### config.mk
export PLATFORM = sky130hd
export DESIGN_NAME = sle_out_stage
export DESIGN_NICKNAME = d
export VERILOG_FILES = /design/src/sle_pkg.sv /design/src/sle_out_stage.sv
export SDC_FILE = /design/constraint.sdc
export NUM_CORES = 1
export LEC_CHECK = 0
export ABC_AREA = 0
export BUFFER_PORTS_ARGS = -buffer_cell sky130_fd_sc_hd__buf_4
export CORE_ASPECT_RATIO = 1.2
export CORE_MARGIN = 2
export CORE_UTILIZATION = 45
export CTS_BUF_LIST = sky130_fd_sc_hd__clkbuf_4 sky130_fd_sc_hd__clkbuf_8
export CTS_CLUSTER_DIAMETER = 120
export DETAILED_ROUTE_END_ITERATION = 6
export PLACE_DENSITY = 0.86
export SYNTH_ARGS = -nofsm -noshare
export SYNTH_HDL_FRONTEND = slang
export SYNTH_SLANG_ARGS = --single-unit
### constraint.sdc
create_clock -name clk -period 4.17 [get_ports clk]
set_input_delay 0.834 -clock clk [delete_from_list [all_inputs] [get_ports clk]]
set_output_delay 0.834 -clock clk [all_outputs]
set_load 0.005 [all_outputs]
### src/sle_pkg.sv
// Shared codes, defaults and result type of the sequential list engine.
package sle_pkg;

  // Default sizing
  localparam int CAPACITY_DEF   = 128;
  localparam int DATA_WIDTH_DEF = 32;

  // Request kinds
  localparam logic [2:0] KIND_INSERT = 3'd0;
  localparam logic [2:0] KIND_DELETE = 3'd1;
  localparam logic [2:0] KIND_GET    = 3'd2;
  localparam logic [2:0] KIND_LOCATE = 3'd3;
  localparam logic [2:0] KIND_PRED   = 3'd4;
  localparam logic [2:0] KIND_SUCC   = 3'd5;
  localparam logic [2:0] KIND_CLEAR  = 3'd6;

  // Result status codes
  localparam logic [1:0] ST_OK      = 2'd0;
  localparam logic [1:0] ST_BADPOS  = 2'd1;
  localparam logic [1:0] ST_FULL    = 2'd2;
  localparam logic [1:0] ST_NOMATCH = 2'd3;

  // One result transaction
  typedef struct packed {
    logic [1:0]         status;
    logic signed [31:0] value;
    logic [7:0]         fpos;
    logic [7:0]         length;
  } sle_res_t;

endpackage

### src/sle_out_stage.sv
// Output register stage holding one finished result transaction.
module sle_out_stage (
  input  logic             clk,
  input  logic             rst_n,
  input  logic             load_valid,
  input  sle_pkg::sle_res_t load_res,
  output logic             load_ready,
  output logic             out_valid,
  input  logic             out_stall,
  output sle_pkg::sle_res_t out_res
);
  import sle_pkg::*;

  logic     valid_r;
  sle_res_t res_r;

  // Register is free when empty or being drained this cycle
  assign load_ready = !valid_r || !out_stall;
  assign out_valid  = valid_r;
  assign out_res    = res_r;

  always_ff @(posedge clk) begin
    if (!rst_n) begin
      valid_r <= 1'b0;
    end else if (load_ready) begin
      valid_r <= load_valid;
    end
  end

  always_ff @(posedge clk) begin
    if (load_ready && load_valid) begin
      res_r <= load_res;
    end
  end

endmodule

==> out/results.txt <==
In this run the deepest clock path goes through 2 buffers. The number of buffers added by the clock tree synthesis step came out at 5. In this run the cell area measured after placement is 2380 µm². In this run the post-CTS setup repair buffer count came out at 0. The tools report the worst slew margin relative to its limit as 0.267.

The flow ran to the end, and the final reports show no timing, DRC or antenna violations. For this design the ratio of total power to cell area is 400 nW/µm². The remaining antenna violation count after routing was 0; the wire length on met3 was 384 µm. After routing the design area is 2470 µm². Setup violations remaining at the end of the flow were counted as 0.

The tools report the end of the worst hold path as out_valid. For the length of routed wiring on met1, the log shows 995 µm. The minimum setup slack among reg-to-reg paths is 2.47 ns, and the number of register bits inferred by synthesis is 51. TritonCTS built the clock tree. The total wirelength of the detailed-routed design was 3350 µm. Setup repair after global routing left no endpoint under its margin. The count of cells resized by post-cts repair came out at 0.

The detailed-route DRC error count was 0. Buffers inserted to repair hold after CTS numbered 0. The ratio of final minimum period to clock period was 0.486; the count of mapped cells out of synthesis was 55.

The initialized floorplan defines 23 standard-cell rows. The worst hold path begins at out_valid. The number of nets in the layout was 221. For the overall overflow remaining after global route, the log shows 0. The register area share after synthesis is 0.986.

The clock transition at the register clock pins on the worst setup and hold paths after CTS is 0.08 ns, and the average instance area after synthesis is 28.0 µm². At the worst endpoint, the required time is 4.08 ns. The average routed wire per standard cell works out to 16.4 µm. The endpoint identified for the worst register-to-register timing path is out_res[44]. Compared with the post-synthesis result, the final layout area differs by 60.3%.

Number of antenna violations at the first check in global routing: 0. The highest layer touched by signal routing is met4. The worst setup path is launched from an input pin. After routing, the total negative slack on setup checks comes to 0 ns. The path class of the tightest hold or removal check is reg2reg.

For the total routing usage reported by global routing, the log shows 0.177. The clock root buffer was sky130_fd_sc_hd__clkbuf_8. The synthesized netlist contains 6 unique library cells.

The total power was 0.990 mW. The congestion estimate from routability-driven global placement came to 0.730. The Yosys warning count was 0; the width of the die was 57.5 µm. The tools report the critical path endpoint category as a register.

The number of I/O port buffers was 105. The number of hold violations in the final report is 0, and the latest clock arrival within the worst-skew pair is 0.29 ns. The final max-slew violation count is 0, and the top-level I/O count is 106. For the first-pass GRT wire length, the log shows 4840 µm. The run gives 51 as the largest net degree at the start of global routing. The kind of critical path is in2reg.

The logs give 1540 µm² for the post-synth design cell area and 1.06 nW for the leakage power summed over all cells. The tools report the critical path arrival as 1.93 ns. The number of maximum-capacitance violations was 0. After layout, the minimum clock period comes to 2.03 ns. Along the worst path, the maximum fanout reaches 50.

The initial core utilization was 0.466. The tools report the routed length on met2 as 1960 µm. The logs give 1,012 for the number of global-route vias before repair and 51 for the count of clock tree sinks. In this run, the number of DRC markers left after iteration 0 of detailed routing was 12.

The area of the core was 3310 µm². Synthesis produced a netlist with a net count of 109. The reg-to-reg critical path startpoint was out_valid. For this run, the detailed router's first-pass iteration total came to 3.

The routed layout has 954 vias. The H-tree was split into 2 levels. Mean number of vias per cell: 4.65.

The maximum resistive drop on vdd is 375 µV. The share of post-route cells with drive strength above 1 was 0.679; the count of antenna diodes in the layout was 0. Measured along the y axis, the die boundary spans 68.1 µm. The die covers 3910 µm². Timing would allow up to 494 MHz. Along the worst hold path, the cell count comes to 2. At the pin with the least slew margin, the transition time is 1.10 ns. For the worst flop-to-flop path, the logic depth is 2. The setup skew after layout is 0.00818 ns.
state kept, by name, indices dropped and copies added (netlist names):
name and flops:
out_res 50, out_valid 1
cell type report:
type	count	area [µm²]
flip-flops and latches	51	1520
fillers	191	836
clock buffers	7	90.1
repair buffers	105	788
multi-input cells	4	22.5
well taps	37	46.3
clock inverters	1	5.00
worst max-delay path, stage by stage:
cell	delay, ns
sky130_fd_sc_hd__buf_4	0.11
sky130_fd_sc_hd__nand2_1	0.08
sky130_fd_sc_hd__and2_2	0.88
per-stage QoR:
stage / utilization / hold WS (ns) / instances / worst slack, ns
after global placement: 0.719 / 0.516 / 197 / 1.92
after global routing: 0.747 / 0.606 / 205 / 2.09
after CTS: 0.747 / 0.569 / 205 / 2.14
after detailed placement: 0.719 / 0.550 / 197 / 1.83
after floorplan: - / 0.518 / 55 / 1.63
final: 0.747 / 0.570 / 205 / 2.14
cell families (layout without fill, tap and decap cells):
family / Yosys count / after routing / synth area share
compound gates: 1 / 1 / 0.00324
flops: 51 / 51 / 0.986
buf+inv: 0 / 113 / 0
simple gates: 3 / 3 / 0.0105
placed cells by master, fill, tap and decap left out:
| master | instances |
|---|---|
| sky130_fd_sc_hd__clkinv_2 | 1 |
| sky130_fd_sc_hd__clkbuf_8 | 6 |
| sky130_fd_sc_hd__a21oi_1 | 1 |
| sky130_fd_sc_hd__nand2_1 | 1 |
| sky130_fd_sc_hd__clkbuf_4 | 1 |
| sky130_fd_sc_hd__and2_2 | 1 |
| sky130_fd_sc_hd__dfxtp_1 | 1 |
| sky130_fd_sc_hd__buf_4 | 105 |
| sky130_fd_sc_hd__edfxtp_1 | 50 |
| sky130_fd_sc_hd__nor2b_1 | 1 |
synthesized netlist by cell type:
master	count	area (µm²)
sky130_fd_sc_hd__a21oi_1	1	5.00
sky130_fd_sc_hd__and2_1	1	6.26
sky130_fd_sc_hd__dfxtp_1	1	20.0
sky130_fd_sc_hd__edfxtp_1	50	1500
sky130_fd_sc_hd__nand2_1	1	3.75
sky130_fd_sc_hd__nor2b_1	1	6.26
how the worst max path moves through the flow:
stage | start | endpoint | cells past startpoint
finish | out_stall | out_res[44] | 3
floorplan | out_stall | out_res[0] | 2
global route | out_stall | out_res[43] | 3
global placement | out_stall | out_res[18] | 3
detailed placement | out_stall | out_res[20] | 3
CTS | out_stall | out_res[20] | 3
report_power, final:
| part | switching (mW) | leakage [nW] | internal (mW) | total (mW) |
|---|---|---|---|---|
| Combinational | 0.0350 | 0.513 | 0.0640 | 0.0989 |
| Clock | 0.143 | 0.0517 | 0.140 | 0.284 |
| Sequential | 0.00839 | 0.492 | 0.599 | 0.607 |
layer usage:
layer  track usage  vias to the layer above
met2         0.339                       61
met1         0.152                      450
li1              -                      441
met4        0.0523                        0
met3         0.104                        2
met5             0                        -
Power figures use the tool's default switching activity.
